<file path="config.mk">
export PLATFORM = sky130hd
export DESIGN_NAME = tandem_repeat_run_counter
export DESIGN_NICKNAME = d
export VERILOG_FILES = /design/src/design/trrc_pkg.sv /design/src/design/trrc_match.sv /design/src/design/trrc_runs.sv /design/src/design/tandem_repeat_run_counter.sv
export SDC_FILE = /design/constraint.sdc
export NUM_CORES = 1
export LEC_CHECK = 0
export ABC_AREA = 1
export BUFFER_PORTS_ARGS = -buffer_cell sky130_fd_sc_hd__buf_2
export CAP_MARGIN = 20
export CORE_ASPECT_RATIO = 0.5
export CORE_MARGIN = 5
export CORE_UTILIZATION = 56
export CTS_CLUSTER_DIAMETER = 80
export DETAILED_ROUTE_END_ITERATION = 10
export HOLD_SLACK_MARGIN = 0.05
export PLACE_DENSITY = 0.77
export SLEW_MARGIN = 20
export SYNTH_ARGS = -nofsm -noshare
export SYNTH_HDL_FRONTEND = slang
export SYNTH_SLANG_ARGS = --single-unit
</file>
<file path="constraint.sdc">
create_clock -name i_clk -period 6.61 [get_ports i_clk]
set_input_delay 0.3305 -clock i_clk [delete_from_list [all_inputs] [get_ports i_clk]]
set_output_delay 0.3305 -clock i_clk [all_outputs]
set_load 0.005 [all_outputs]
</file>
<file path="src/design/trrc_pkg.sv">
// Shared types and constants for the tandem repeat run counter.
`timescale 1ns / 1ps

package trrc_pkg;

    // Fixed geometry of the pattern and of the base window
    localparam int PAT_CAP    = 16;
    localparam int BASE_W     = 2;
    localparam int LEN_W      = 5;
    localparam int PHASE_W    = 4;
    localparam int WINDOW_W   = PAT_CAP * BASE_W;
    localparam int RESULT_W   = 16;
    localparam int APB_ADDR_W = 3;
    localparam int APB_DATA_W = 32;

    localparam logic [LEN_W-1:0] LEN_RESET = 5'd4;

    // Configuration register index, taken from paddr[2]
    typedef enum logic {
        REG_LENGTH  = 1'b0,
        REG_PATTERN = 1'b1
    } t_reg_idx;

    // Per-base control passed to the run counter bank
    typedef struct packed {
        logic               upd;    // full window present: update the phase counter
        logic               hit;    // window equals the pattern
        logic               clr;    // final base: clear after this update
        logic [PHASE_W-1:0] phase;  // counter to update
    } t_run_ctl;

endpackage

</file>
<file path="src/design/trrc_match.sv">
// Window-to-pattern comparator for the active pattern length.
`timescale 1ns / 1ps

module trrc_match
    import trrc_pkg::*;
(
    input  logic [WINDOW_W-1:0] i_window,
    input  logic [WINDOW_W-1:0] i_pattern,
    input  logic [LEN_W-1:0]    i_len,
    output logic                o_match
);

    // Pattern base k lines up with window base len-1-k (newest base sits lowest)
    always_comb begin
        logic [PHASE_W-1:0] pos;
        logic [BASE_W-1:0]  wb;
        o_match = 1'b1;
        for (int k = 0; k < PAT_CAP; k++) begin
            pos = PHASE_W'(i_len - LEN_W'(1) - LEN_W'(k));
            wb  = i_window[{pos, 1'b0} +: BASE_W];
            if ((LEN_W'(k) < i_len) && (wb != i_pattern[k*BASE_W +: BASE_W])) begin
                o_match = 1'b0;
            end
        end
    end

endmodule

</file>
<file path="src/design/trrc_runs.sv">
// Per-phase run counters and best-run register.
`timescale 1ns / 1ps

module trrc_runs
    import trrc_pkg::*;
#(
    parameter int MAX_PATTERN = 16,
    parameter int RUN_WIDTH   = 16
) (
    input  logic                 i_clk,
    input  logic                 i_rst_n,
    input  logic                 i_en,
    input  t_run_ctl             i_ctl,
    output logic [RUN_WIDTH-1:0] o_best_next
);

    localparam int NPH = (MAX_PATTERN < PAT_CAP) ? MAX_PATTERN : PAT_CAP;
    localparam logic [RUN_WIDTH-1:0] RUN_MAX = '1;

    logic [RUN_WIDTH-1:0] r_run [NPH];
    logic [RUN_WIDTH-1:0] r_best;
    logic [RUN_WIDTH-1:0] cur_run;
    logic [RUN_WIDTH-1:0] new_run;

    // Select the counter of the current phase
    always_comb begin
        cur_run = '0;
        for (int i = 0; i < NPH; i++) begin
            if (i_ctl.phase == PHASE_W'(i)) begin
                cur_run = r_run[i];
            end
        end
    end

    assign new_run = !i_ctl.hit ? '0 :
                     (cur_run == RUN_MAX) ? cur_run : cur_run + RUN_WIDTH'(1);

    assign o_best_next = (i_ctl.upd && (new_run > r_best)) ? new_run : r_best;

    for (genvar g = 0; g < NPH; g++) begin : g_phase
        always_ff @(posedge i_clk) begin
            if (!i_rst_n) begin
                r_run[g] <= '0;
            end else if (i_en) begin
                if (i_ctl.clr) begin
                    r_run[g] <= '0;
                end else if (i_ctl.upd && (i_ctl.phase == PHASE_W'(g))) begin
                    r_run[g] <= new_run;
                end
            end
        end
    end

    always_ff @(posedge i_clk) begin
        if (!i_rst_n) begin
            r_best <= '0;
        end else if (i_en) begin
            r_best <= i_ctl.clr ? '0 : o_best_next;
        end
    end

endmodule

</file>
<file path="src/design/tandem_repeat_run_counter.sv">
// Top level of the tandem repeat run counter: handshakes, config and base tracking.
`timescale 1ns / 1ps

//  channel  | direction | handshake                     | payload
//  ---------+-----------+-------------------------------+------------------------------
//  base     | in        | i_base_valid / o_base_ready   | i_base[1:0], i_last_base
//  run      | out       | o_run_valid / i_run_ready     | o_run_count[15:0]
//  config   | in        | psel, penable, pwrite, pready | paddr[2:0], pwdata, prdata
//
//  One base is taken per clock while the input register does not stall. An
//  accepted base is held in the input register; from there the window compare
//  and the phase counter update are done together, and the result of a final
//  base is registered in the output register, which drives o_run_valid. The input
//  register stalls only when a final base waits for the output register, which
//  still holds an untaken result.
//  i_rst_n is synchronous: it clears all tracking state and puts the
//  registers at length 4, pattern 0. The clear after a final base keeps them.

module tandem_repeat_run_counter
    import trrc_pkg::*;
#(
    parameter int MAX_PATTERN = 16,
    parameter int RUN_WIDTH   = 16
) (
    input  logic                  i_clk,
    input  logic                  i_rst_n,
    // base channel
    input  logic                  i_base_valid,
    output logic                  o_base_ready,
    input  logic [BASE_W-1:0]     i_base,
    input  logic                  i_last_base,
    // result channel
    output logic                  o_run_valid,
    input  logic                  i_run_ready,
    output logic [RESULT_W-1:0]   o_run_count,
    // configuration port
    input  logic                  psel,
    input  logic                  penable,
    input  logic                  pwrite,
    input  logic [APB_ADDR_W-1:0] paddr,
    input  logic [APB_DATA_W-1:0] pwdata,
    output logic [APB_DATA_W-1:0] prdata,
    output logic                  pready
);

    localparam int LEN_CAP = (MAX_PATTERN < PAT_CAP) ? MAX_PATTERN : PAT_CAP;

    // Configuration registers
    logic [LEN_W-1:0]    r_len_cfg;
    logic [WINDOW_W-1:0] r_pattern;

    // Input register
    logic                r_in_valid;
    logic [BASE_W-1:0]   r_in_base;
    logic                r_in_last;

    // Sequence tracking
    logic [WINDOW_W-1:0] r_window;
    logic [WINDOW_W-1:0] n_window;
    logic [LEN_W-1:0]    r_seen;
    logic [LEN_W-1:0]    n_seen;
    logic [PHASE_W-1:0]  r_phase;
    logic [PHASE_W-1:0]  n_phase;

    // Output register
    logic                r_out_valid;
    logic [RESULT_W-1:0] r_out_run;

    logic                  out_free;
    logic                  proc;
    logic [LEN_W-1:0]      len;
    logic [PHASE_W-1:0]    cur_phase;
    logic                  hit;
    t_run_ctl              run_ctl;
    logic [RUN_WIDTH-1:0]  best_next;
    logic [RUN_WIDTH+RESULT_W-1:0] best_ext;
    logic [RESULT_W-1:0]   best_sat;
    logic                  cfg_wr;

    // ---------------------------------------------------------------------
    // Configuration port: always ready, written in the access phase
    // ---------------------------------------------------------------------
    assign pready = 1'b1;
    assign cfg_wr = psel && penable && pwrite && pready;

    always_ff @(posedge i_clk) begin
        if (!i_rst_n) begin
            r_len_cfg <= LEN_RESET;
            r_pattern <= '0;
        end else if (cfg_wr) begin
            case (t_reg_idx'(paddr[2]))
                REG_LENGTH:  r_len_cfg <= pwdata[LEN_W-1:0];
                REG_PATTERN: r_pattern <= pwdata[WINDOW_W-1:0];
                default:     r_len_cfg <= r_len_cfg;
            endcase
        end
    end

    always_comb begin
        case (t_reg_idx'(paddr[2]))
            REG_LENGTH:  prdata = APB_DATA_W'(r_len_cfg);
            REG_PATTERN: prdata = APB_DATA_W'(r_pattern);
            default:     prdata = '0;
        endcase
    end

    // ---------------------------------------------------------------------
    // Handshake: process the held base unless it is final and the output is full
    // ---------------------------------------------------------------------
    assign out_free     = !r_out_valid || i_run_ready;
    assign proc         = r_in_valid && (!r_in_last || out_free);
    assign o_base_ready = !r_in_valid || proc;

    always_ff @(posedge i_clk) begin
        if (!i_rst_n) begin
            r_in_valid <= 1'b0;
        end else if (o_base_ready) begin
            r_in_valid <= i_base_valid;
        end
    end

    always_ff @(posedge i_clk) begin
        if (o_base_ready && i_base_valid) begin
            r_in_base <= i_base;
            r_in_last <= i_last_base;
        end
    end

    // ---------------------------------------------------------------------
    // Per-base work
    // ---------------------------------------------------------------------
    // Clamp the length: zero acts as one, the top is capped
    always_comb begin
        if (r_len_cfg == '0) begin
            len = LEN_W'(1);
        end else if (r_len_cfg > LEN_W'(LEN_CAP)) begin
            len = LEN_W'(LEN_CAP);
        end else begin
            len = r_len_cfg;
        end
    end

    // Wrap a phase left beyond a shortened length
    assign cur_phase = (LEN_W'(r_phase) >= len) ? '0 : r_phase;
    assign n_phase   = (LEN_W'(cur_phase) + LEN_W'(1) >= len) ? '0 : cur_phase + PHASE_W'(1);

    // Shift the new base in at the low end; count bases up to the cap
    assign n_window = {r_window[WINDOW_W-BASE_W-1:0], r_in_base};
    assign n_seen   = (r_seen < LEN_W'(PAT_CAP)) ? r_seen + LEN_W'(1) : r_seen;

    trrc_match u_match (
        .i_window  (n_window),
        .i_pattern (r_pattern),
        .i_len     (len),
        .o_match   (hit)
    );

    assign run_ctl.upd   = (n_seen >= len);
    assign run_ctl.hit   = hit;
    assign run_ctl.clr   = r_in_last;
    assign run_ctl.phase = cur_phase;

    trrc_runs #(
        .MAX_PATTERN (MAX_PATTERN),
        .RUN_WIDTH   (RUN_WIDTH)
    ) u_runs (
        .i_clk       (i_clk),
        .i_rst_n     (i_rst_n),
        .i_en        (proc),
        .i_ctl       (run_ctl),
        .o_best_next (best_next)
    );

    always_ff @(posedge i_clk) begin
        if (!i_rst_n) begin
            r_window <= '0;
            r_seen   <= '0;
            r_phase  <= '0;
        end else if (proc) begin
            if (r_in_last) begin
                r_window <= '0;
                r_seen   <= '0;
                r_phase  <= '0;
            end else begin
                r_window <= n_window;
                r_seen   <= n_seen;
                r_phase  <= n_phase;
            end
        end
    end

    // ---------------------------------------------------------------------
    // Result: saturate the best run to the output width
    // ---------------------------------------------------------------------
    assign best_ext = {{RESULT_W{1'b0}}, best_next};
    assign best_sat = (|best_ext[RUN_WIDTH+RESULT_W-1:RESULT_W]) ? '1
                                                                 : best_ext[RESULT_W-1:0];

    always_ff @(posedge i_clk) begin
        if (!i_rst_n) begin
            r_out_valid <= 1'b0;
        end else if (proc && r_in_last) begin
            r_out_valid <= 1'b1;
        end else if (i_run_ready) begin
            r_out_valid <= 1'b0;
        end
    end

    always_ff @(posedge i_clk) begin
        if (proc && r_in_last) begin
            r_out_run <= best_sat;
        end
    end

    assign o_run_valid = r_out_valid;
    assign o_run_count = r_out_run;

`ifndef SYNTHESIS
    a_phase_range: assert property (@(posedge i_clk) disable iff (!i_rst_n)
        (r_phase < PHASE_W'(LEN_CAP)) || (LEN_CAP == PAT_CAP))
        else $error("phase index beyond the counter bank");

    a_seen_cap: assert property (@(posedge i_clk) disable iff (!i_rst_n)
        r_seen <= LEN_W'(PAT_CAP))
        else $error("base count above its cap");

    a_clear_after_last: assert property (@(posedge i_clk) disable iff (!i_rst_n)
        (proc && r_in_last) |=> (r_seen == '0 && r_phase == '0 && r_window == '0))
        else $error("tracking state not cleared after final base");

    a_result_from_last: assert property (@(posedge i_clk) disable iff (!i_rst_n)
        (r_out_valid && !$past(r_out_valid)) |-> $past(proc && r_in_last))
        else $error("result raised without a final base");

    a_no_overwrite: assert property (@(posedge i_clk) disable iff (!i_rst_n)
        (r_out_valid && !i_run_ready) |-> !(proc && r_in_last))
        else $error("final base processed over an untaken result");
`endif

endmodule
</file>
==> impl_metrics.py, run 1 <==
metrics = {
    "timing": {
        "skew_ns": 0.0137,
        "fin_crit_sh_pct": 96.0,
        "setup_viol": 0,
        "tightestPinTransition_ns": 1.11,
        "rsz0062_at_grt": "yes",
        "final-max-slew-violation-count": 0,
        "relSlewSlack_pct": 25.6,
        "holdWs_ns": 0.159,
        "min_period_ns": 6.34,
        "hold_viol": 0,
        "fmax_ghz": 0.158,
    },
    "flow_run": {
        "cap_violations": 0,
    },
    "detailed_routing": {
        "vias": 17307,
        "wirelength_um": 55700,
        "dr.pass1.iters": 5,
        "drc": 0,
        "ant_nets": 0,
        "routedWlPerCell_um": 17.8,
        "viasPerCell": 5.53,
        "drt_iter0_drc": 2069,
    },
    "clocking": {
        "cts_tree": "built",
        "worstSkewPairLatency_ns": 0.54,
        "cts_max_path_buffers": 3,
        "cts.sinks": 369,
        "cts.htree.levels": 2,
        "cts_buffers": 34,
        "clk_pin_slew_ns": 0.07,
        "clockRootBuffer": "clkbuf_16",
    },
    "yosys": {
        "yosysWarnings": 0,
        "synthTopCellsByArea": "edfxtp_1, nand2_1, dfxtp_1, nor2_1, inv_1",
        "ys_ff_latch": 369,
        "synth_top_area_share_pct": 41.1,
        "synth_top_cell_by_area": "edfxtp_1",
        "syn-num-nets": 2570,
        "synth_cells": 2483,
        "yosysUniqueCellTypes": 57,
        "netlist_area_um2": 20100,
        "postSynthAreaPerCell_um2": 8.09,
        "ys_seq_area_share_pct": 50.5,
    },
    "global_route": {
        "antenna_found_initial": 0,
        "grt_use_total_pct": 26.3,
        "grt_pass1_wl_um": 83900,
        "grt-ovfl-total": 0,
        "grt_pass1_vias": 15761,
        "grt_max_degree": 51,
    },
    "layout": {
        "fin_nets": 2704,
        "mostFrequentLayoutCells": "nand2_1, nor2_1, edfxtp_1, inv_1, o21ai_0",
        "multi_input_area_um2": 8640,
        "stdcell_area_um2": 23200,
        "layout_commonest_cell": "nand2_1",
        "register_area_um2": 10100,
        "insertedDiodeCount": 0,
        "finish.utilization_pct": 65.1,
        "drive_gt1_share_pct": 16.1,
        "area_growth_pct": 15.7,
        "fill_cells": 2832,
    },
    "pwr": {
        "netSwitchingFraction_pct": 27.4,
        "power_frac_seq_pct": 47.3,
        "ir_drop_v": 0.000216,
        "internal_power_uw": 4010,
        "pwr-share-comb_pct": 15.2,
        "p_leak_uw": 0.00985,
        "finalPower_uw": 5520,
        "p_clk_share_pct": 37.5,
        "p_per_area_nw_per_um2": 238,
        "power_switching_uw": 1510,
    },
    "placed_design": {
        "place_congestion": 0.905,
        "place_hpwl_um": 35500,
        "placed_area_um2": 21100,
        "numPortBuffers": 92,
    },
    "floorplanning": {
        "die_h_um": 144,
        "dieArea_um2": 40000,
        "start_util_pct": 56.3,
        "core-area_um2": 35700,
        "io_pins": 96,
        "row_count": 49,
        "die_x_um": 278,
    },
    "critical_path": {
        "worst_ep_arrival_time_ns": 6.63,
        "required_ns": 6.90,
        "slowest_stage": "dfxtp_4",
        "crit_fanout": 8,
        "end_kind": "flop",
        "crit_type": "flop to flop",
        "cp-start-kind": "flop",
        "cp_common_cell": "nand2_1",
        "critPathMaxStageDelay_ns": 0.39,
    },
    "hold_path": {
        "hold_path.class": "primary input to flop",
    },
    "run_status": {
        "status": "completed",
    },
}
-- critical path, delay by kind of cell, from the launching register on --
kind,cells,cell delay (ns)
AO/OA/AOI/OAI,6,0.64
adder cells (fa/ha/maj),3,0.64
buffers and inverters,8,0.73
flip-flops,1,0.39
AND/OR/NAND/NOR,34,3.69
-- power groups by stage --
stage	registers [uW]	clock network [uW]	logic (uW)
after global placement	2660	0	698
after floorplan	2650	0	496
after global routing	2620	2190	909
after CTS	2610	2090	739
final	2610	2070	841
after detailed placement	2660	0	713
-- what timing repair did --
item                       in CTS  in global routing
gates cloned                    1                  2
setup buffers                   0                 25
hold endpoints to repair       39                  0
pin swaps                       1                 34
setup endpoints to repair      17                 32
gates resized for setup         5                103
hold buffers                   36                  0
-- Yosys cell counts (all sizes together) --
| cell | instances |
|---|---|
| mux2i | 1 |
| o2111ai | 1 |
| or2 | 34 |
| clkbuf | 69 |
| nand3b | 17 |
| o31ai | 1 |
| a32o | 1 |
| and3 | 1 |
| nand2 | 610 |
| o22ai | 31 |
| nand4 | 14 |
| nor3b | 1 |
| edfxtp | 275 |
| a31oi | 1 |
| o21a | 9 |
| nor4 | 2 |
| xnor2 | 19 |
| nor2 | 446 |
| xor2 | 25 |
| nand3 | 151 |
| nor3 | 5 |
| a21boi | 16 |
| buf | 54 |
| dfxtp | 94 |
| clkinv | 4 |
| o211ai | 3 |
| inv | 269 |
| ha | 42 |
| o32ai | 5 |
| o21ai | 193 |
| o21bai | 2 |
| a21oi | 86 |
| conb | 1 |
-- state kept, by name, indices dropped and copies added, names as in the netlist --
signal and cells:
u_runs.r_run 256, r_len_cfg 5, r_pattern 32, o_run_valid 1, r_in_base 2, r_window 30
o_run_count 16, u_runs.r_best 16, r_in_valid 1, r_in_last 1, r_seen 5, r_phase 4
-- through the flow --
stage	cells	setup slack [ns]	setup TNS [ns]
after floorplan	2483	0.0506	0
after global placement	3001	0.0450	0
after detailed placement	3001	-0.103	-0.722
after CTS	3100	0.00321	0
after global routing	3127	-0.137	-1.32
final	3127	0.266	0
-- path summary, 6_finish.rpt --
kind / from / endpoint / cells past startpoint / slack (ns)
setup / recovery: r_len_cfg[4] / o_run_count[0] / 51 / 0.27
hold / removal: i_run_ready / r_in_valid / 4 / 0.16
setup reg to reg: r_len_cfg[4] / o_run_count[0] / 51 / 0.27
hold reg to reg: u_runs.r_best[10] / u_runs.r_best[10] / 2 / 0.46
-- area by class of cell --
cell class | instances | area share [%]
clock buffer | 41 | 4.04
clock inverter | 21 | 0.937
inverter | 273 | 4.51
multi-input combinational | 1718 | 37.2
sequential | 369 | 43.7
tap | 484 | 2.61
timing repair buffer | 220 | 7.03
timing repair inverter | 1 | 0.0323
-- routing by layer --
metal	global-route usage, %	share of wire (%)	routed length (um)	vias to the layer above
met3	4.53	9.6	5330	149
met2	43.8	47	25900	832
met5	0	0	0	-
met1	36.2	41	22700	8011
li1	-	-	-	8315
met4	7.69	3.2	1770	0
-- cells by family after synthesis --
| kind of cell | count (synthesis) | synth area share (%) |
|---|---|---|
| flops | 369 | 50.5 |
| fa+ha+maj | 42 | 2.62 |
| buf+inv | 396 | 8.18 |
| compound gates | 349 | 9.60 |
| xor+xnor | 44 | 2.05 |
| other cells | 1 | 0.0187 |
| mux | 1 | 0.0498 |
| simple gates | 1281 | 27.0 |
(Power assumes the default switching activity.)
==> run 2, diff against run 1 <==
- ABC_AREA: 1 -> not set
- SYNTH_HIERARCHICAL: not set -> 1
==> run 2 against run 1 <==
  * Via count is 1.3% higher
  * Combinational power is 5.0% lower
  * Hold slack lost 0.092 ns
  * Count of clock-buffer cells in the layout is 1 higher
  * Critical path depth down 20
  * Utilization up 0.63 points
  * Sequential share of layout area shrank 2.1 points
  * Clock power is 8% higher
  * Sequential power barely moved
  * Critical path type unchanged
==> impl_metrics.py, run 2 <==
metrics = {
    "timing": {
        "skew_ns": 0.0256,
        "relSlewSlack_pct": 27.3,
        "tightestPinTransition_ns": 1.09,
        "setup_viol": 0,
        "setup_tns_ns": 0,
        "min_period_ns": 6.31,
        "fmax_ghz": 0.158,
        "final-max-slew-violation-count": 0,
        "fin_crit_sh_pct": 95.5,
        "holdWs_ns": 0.0663,
        "hold_viol": 0,
    },
    "floorplanning": {
        "dieArea_um2": 41400,
        "io_pins": 96,
        "die_h_um": 146,
        "start_util_pct": 56.2,
        "row_count": 50,
        "core-area_um2": 37100,
        "die_x_um": 283,
    },
    "layout": {
        "top_register": "u_runs/r_run",
        "insertedDiodeCount": 0,
        "layout_commonest_cell": "nor2_1",
        "fin_nets": 2342,
        "mostFrequentLayoutCells": "nor2_1, edfxtp_1, nand2_1, buf_4, a21oi_1",
        "largest_register_ffs": 256,
        "drive_gt1_share_pct": 21.1,
        "area_growth_pct": 17.0,
        "finish.utilization_pct": 65.8,
        "reg_top3": "u_runs/r_run (256), r_pattern (32), r_window (30)",
    },
    "critical_path": {
        "end_kind": "flop",
        "cp-startpoint": "r_len_cfg[3]",
        "r2r_setup_slack_ns": 0.30,
        "cp_common_cell": "buf_4",
        "slowest_stage": "or4_1",
        "cp-endpoint": "u_runs/r_best[10]",
        "rr_startpoint": "r_len_cfg[3]",
        "critPathMaxStageDelay_ns": 0.48,
        "reg2reg_depth": 31,
        "cp-start-kind": "flop",
        "timing.rr.end": "u_runs/r_best[10]",
        "crit_type": "flop to flop",
        "crit_fanout": 10,
        "worst_ep_arrival_time_ns": 6.78,
        "required_ns": 7.07,
    },
    "placed_design": {
        "numPortBuffers": 92,
        "place_hpwl_um": 43700,
        "place_congestion": 0.976,
    },
    "yosys": {
        "synth_cells": 2066,
        "yosysWarnings": 6,
        "synth_top_area_share_pct": 39.6,
        "ys_ff_latch": 369,
        "yosysUniqueCellTypes": 123,
        "netlist_area_um2": 20900,
        "ys_seq_area_share_pct": 48.6,
        "ys_top_cells_by_count": "nor2_1, edfxtp_1, nand2_1",
        "postSynthAreaPerCell_um2": 10.1,
        "syn-num-nets": 2151,
        "synth_top_cell_by_area": "edfxtp_1",
        "synthTopCellsByArea": "edfxtp_1, dfxtp_1, nor2_1, mux2i_1, nand2_1",
        "async_flop_share_pct": 0,
        "synth-main-ff-cell": "edfxtp_1",
        "synth-edff-count": 275,
        "synth_most_common_cell": "nor2_1",
    },
    "pwr": {
        "p_clk_share_pct": 39.7,
        "internal_power_uw": 4160,
        "power_frac_seq_pct": 46.2,
        "ir_drop_v": 0.000150,
        "p_leak_uw": 0.00896,
        "netSwitchingFraction_pct": 26.2,
        "pwr-share-comb_pct": 14.2,
        "power_switching_uw": 1480,
        "p_per_area_nw_per_um2": 231,
        "finalPower_uw": 5640,
    },
    "detailed_routing": {
        "vias": 17525,
        "drt_iter0_drc": 2132,
        "viasPerCell": 6.31,
        "wirelength_um": 62900,
        "routedWlPerCell_um": 22.6,
        "dr.pass1.iters": 7,
        "ant_nets": 0,
        "drc": 0,
    },
    "global_route": {
        "grt_pass1_vias": 16958,
        "grt-ovfl-total": 0,
        "grt_pass1_wl_um": 96200,
        "grt_max_degree": 77,
        "antenna_found_initial": 0,
        "grt_use_total_pct": 28.9,
    },
    "clocking": {
        "cts.sinks": 369,
        "clk_pin_slew_ns": 0.06,
        "worstSkewPairLatency_ns": 0.56,
        "clockRootBuffer": "clkbuf_16",
        "cts_max_path_buffers": 3,
        "cts.htree.levels": 2,
        "cts_tree": "built",
        "cts_buffers": 36,
    },
    "hold_path": {
        "hold_path.class": "primary input to flop",
    },
    "flow_run": {
        "cap_violations": 0,
    },
    "run_status": {
        "status": "completed",
    },
}
## run 2: cell count changes after synthesis, moves of 21 or more
| cell | before | now |
|---|---|---|
| nand2b_1 | 0 | 21 |
| o21ai_0 | 141 | 63 |
| nand3_1 | 145 | 60 |
| nor2_1 | 433 | 324 |
| o21ai_1 | 51 | 8 |
| buf_2 | 26 | 64 |
| nand2_1 | 588 | 222 |
| and2_1 | 0 | 39 |
| nor2b_1 | 0 | 22 |
| mux2i_1 | 1 | 96 |
| or2_2 | 34 | 5 |
| a21oi_1 | 83 | 147 |
| clkbuf_1 | 69 | 41 |
| inv_1 | 251 | 41 |
## run 2: worst max-delay path: cells and delay by family, from the launching register on
family | cells | cell delay, ns
simple gates | 13 | 2.42
compound gates | 10 | 2.01
fa+ha+maj | 3 | 0.75
buf+inv | 5 | 0.69
flops | 1 | 0.31
## run 2: layer usage
layer | routed length [um] | GRT usage [%] | vias to the layer above
li1 | - | - | 7895
met1 | 24100 | 36.9 | 8447
met2 | 29800 | 48.5 | 979
met3 | 6430 | 6.47 | 204
met4 | 2610 | 11.6 | 0
met5 | 0 | 0 | -
## run 2: kinds of logic after synthesis
group / count (synthesis) / synth area share (%)
XOR/XNOR: 51 / 2.57
other: 1 / 0.0180
buffers and inverters: 195 / 4.85
AND/OR/NAND/NOR: 810 / 18.3
adder cells (fa/ha/maj): 40 / 2.40
multiplexers: 147 / 8.22
AO/OA/AOI/OAI: 453 / 15.0
flip-flops: 369 / 48.6
## run 2: final cells by class
cell class	instances	area, um2
Clock buffer	42	965
Clock inverter	24	312
Fill cell	2840	12700
Inverter	47	180
Multi-Input combinational cell	1502	9940
Sequential cell	369	10100
Tap cell	494	618
Timing Repair Buffer	301	2240
## run 2: through the flow
| stage | area [um2] | instances | setup slack [ns] |
|---|---|---|---|
| 3_5_place_dp | 22500 | 2667 | 0.0675 |
| 6_report | 24400 | 2779 | 0.296 |
| 5_1_grt | 24400 | 2779 | -0.0925 |
| 3_3_place_gp | 22500 | 2667 | 0.234 |
| 2_1_floorplan | 21000 | 2066 | 0.0101 |
| 4_1_cts | 24100 | 2769 | 0.0411 |
## run 2: what timing repair did
item / in CTS / in global routing
buffers inserted: 0 / 10
resized for setup: 0 / 39
endpoints found under the setup margin: 0 / 32
hold endpoints to repair: 38 / 0
hold buffers: 36 / 0
## run 2: worst min path at each step
stage	startpoint	end	slack, ns	cells past startpoint
floorplan	i_rst_n	r_len_cfg[2]	0.39	1
global placement	u_runs/r_best[9]	u_runs/r_best[9]	0.43	2
detailed placement	u_runs/r_best[5]	u_runs/r_best[5]	0.44	2
CTS	pwdata[22]	r_pattern[22]	0.05	3
global route	pwdata[22]	r_pattern[22]	0.06	3
finish	pwdata[22]	r_pattern[22]	0.07	3
## run 2: power groups by stage
stage | combinational, uW | clock (uW) | sequential [uW]
2_1_floorplan | 498 | 0 | 2640
6_report | 799 | 2240 | 2610
3_5_place_dp | 734 | 0 | 2650
5_1_grt | 844 | 2370 | 2610
4_1_cts | 755 | 2270 | 2600
3_3_place_gp | 726 | 0 | 2650
==> run 3, diff against run 2 <==
- PLACE_DENSITY: 0.77 -> 0.83
- SLEW_MARGIN: 20 -> not set
==> run 3 against run 2 <==
  * Combinational power is essentially flat
  * First-iteration DRC count grew 15%
  * Cell count shrank 0.90%
  * Non-clock buffer count shrank 26
  * Sequential share of layout area grew 0.57 points
  * Flip-flop and latch count is the same
  * Critical path depth grew 1
==> impl_metrics.py, run 3 (same netlist as run 2, synthesis figures left out) <==
metrics = {
    "critical_path": {
        "cp-start-kind": "flop",
        "critPathMaxStageDelay_ns": 0.42,
        "slowest_stage": "o311a_4",
        "end_kind": "flop",
        "rr_startpoint": "r_len_cfg[3]",
        "timing.rr.end": "u_runs/r_best[7]",
        "reg2reg_depth": 32,
        "cp_common_cell": "buf_4",
        "cp-startpoint": "r_len_cfg[3]",
        "required_ns": 7.07,
        "r2r_setup_slack_ns": 0.20,
        "crit_fanout": 8,
        "worst_ep_arrival_time_ns": 6.87,
        "crit_type": "flop to flop",
    },
    "detailed_routing": {
        "viasPerCell": 6.47,
        "ant_nets": 0,
        "vias": 17828,
        "routedWlPerCell_um": 23.2,
        "wirelength_um": 64000,
        "dr.pass1.iters": 9,
        "drc": 0,
        "drt_iter0_drc": 2445,
    },
    "floorplanning": {
        "io_pins": 96,
        "row_count": 50,
        "dieArea_um2": 41400,
        "start_util_pct": 56.2,
        "die_h_um": 146,
        "die_x_um": 283,
        "core-area_um2": 37100,
    },
    "timing": {
        "skew_ns": 0.0306,
        "final-max-slew-violation-count": 0,
        "tightestPinTransition_ns": 1.08,
        "fmax_ghz": 0.156,
        "fin_crit_sh_pct": 97.0,
        "relSlewSlack_pct": 27.6,
        "hold_viol": 0,
        "min_period_ns": 6.41,
        "setup_viol": 0,
    },
    "run_status": {
        "status": "completed",
    },
    "hold_path": {
        "min-delay-start": "pwdata[1]",
        "worstHoldPathCells": 3,
        "hold_path.class": "primary input to flop",
        "whs_endpoint": "r_pattern[1]",
    },
    "layout": {
        "reg_top3": "u_runs/r_run (256), r_pattern (32), r_window (30)",
        "stdcell_area_um2": 24100,
        "area_growth_pct": 15.4,
        "mostFrequentLayoutCells": "nor2_1, edfxtp_1, nand2_1, a21oi_1, buf_4",
        "insertedDiodeCount": 0,
        "largest_register_ffs": 256,
        "fin_nets": 2318,
        "layout_commonest_cell": "nor2_1",
        "top_register": "u_runs/r_run",
        "layout.cells.non_filler": 2754,
        "drive_gt1_share_pct": 20.0,
    },
    "placed_design": {
        "place_inst": 2639,
        "place_hpwl_um": 44400,
        "placed_area_um2": 22200,
        "place_congestion": 0.984,
        "numPortBuffers": 92,
    },
    "clocking": {
        "cts.sinks": 369,
        "cts.htree.levels": 2,
        "worstSkewPairLatency_ns": 0.57,
        "cts_tree": "built",
        "clockRootBuffer": "clkbuf_16",
        "clk_pin_slew_ns": 0.07,
        "cts_buffers": 35,
        "cts_max_path_buffers": 3,
    },
    "pwr": {
        "p_per_area_nw_per_um2": 225,
        "p_leak_uw": 0.00877,
        "ir_drop_v": 0.000174,
    },
    "global_route": {
        "grt-ovfl-total": 0,
        "grt_max_degree": 77,
        "antenna_found_initial": 0,
        "grt_pass1_vias": 16812,
        "grt_use_total_pct": 29.3,
        "grt_pass1_wl_um": 96400,
    },
    "flow_run": {
        "cap_violations": 0,
    },
}
[run 3: worst max path at each step]
stage | end | slack (ns) | depth (start not counted)
floorplan | u_runs/r_best[3] | 0.01 | 38
global placement | o_run_count[0] | 0.19 | 29
detailed placement | o_run_count[3] | 0.02 | 30
CTS | o_run_count[3] | 0.04 | 29
global route | u_runs/r_best[7] | -0.06 | 31
finish | u_runs/r_best[7] | 0.20 | 32
[run 3: metrics by stage]
step	hold slack [ns]	total power (uW)	setup slack (ns)	TNS, ns	utilization, %
floorplan	0.392	3140	0.0101	0	-
global placement	0.435	3370	0.191	0	59.9
detailed placement	0.442	3380	0.0232	0	59.9
CTS	0.0520	5380	0.0398	0	63.9
global route	0.0681	5590	-0.0560	-0.324	64.9
finish	0.0718	5420	0.200	0	64.9
[run 3: area by class of cell]
class                           count  area (um2)
Inverter                           47         176
Clock inverter                     15         168
Multi-Input combinational cell   1505       10000
Clock buffer                       49         948
Fill cell                        2729       13000
Sequential cell                   369       10100
Tap cell                          494         618
Timing Repair Buffer              275        2020
[run 3: timing repair]
action,4_1_cts,5_1_grt
pin swaps,0,10
setup endpoints to repair,2,32
hold buffers,34,0
setup buffers,0,13
gates resized for setup,2,41
gates cloned,0,3
hold endpoints to repair,34,0
[run 3: per-layer routing]
| layer | global-route usage [%] | wire (um) | part of all wire (%) |
|---|---|---|---|
| met1 | 38.6 | 23700 | 37 |
| met2 | 47.9 | 29400 | 46 |
| met3 | 6.12 | 8010 | 13 |
| met4 | 11.7 | 2950 | 4.6 |
| met5 | 0 | 0 | 0 |
[run 3: power by group]
part | switching, uW | total (uW) | internal, uW
registers | 36.9 | 2610 | 2570
logic | 509 | 799 | 290
clock network | 920 | 2020 | 1100
total | 1470 | 5420 | 3960
[run 3: worst max-delay path, delay by kind of cell (launching register included)]
family | cells | cell delay, ns
flip-flops | 1 | 0.32
AND/OR/NAND/NOR | 10 | 1.53
AO/OA/AOI/OAI | 13 | 2.71
adder cells (fa/ha/maj) | 2 | 0.55
XOR/XNOR | 1 | 0.17
buffers and inverters | 6 | 1.03
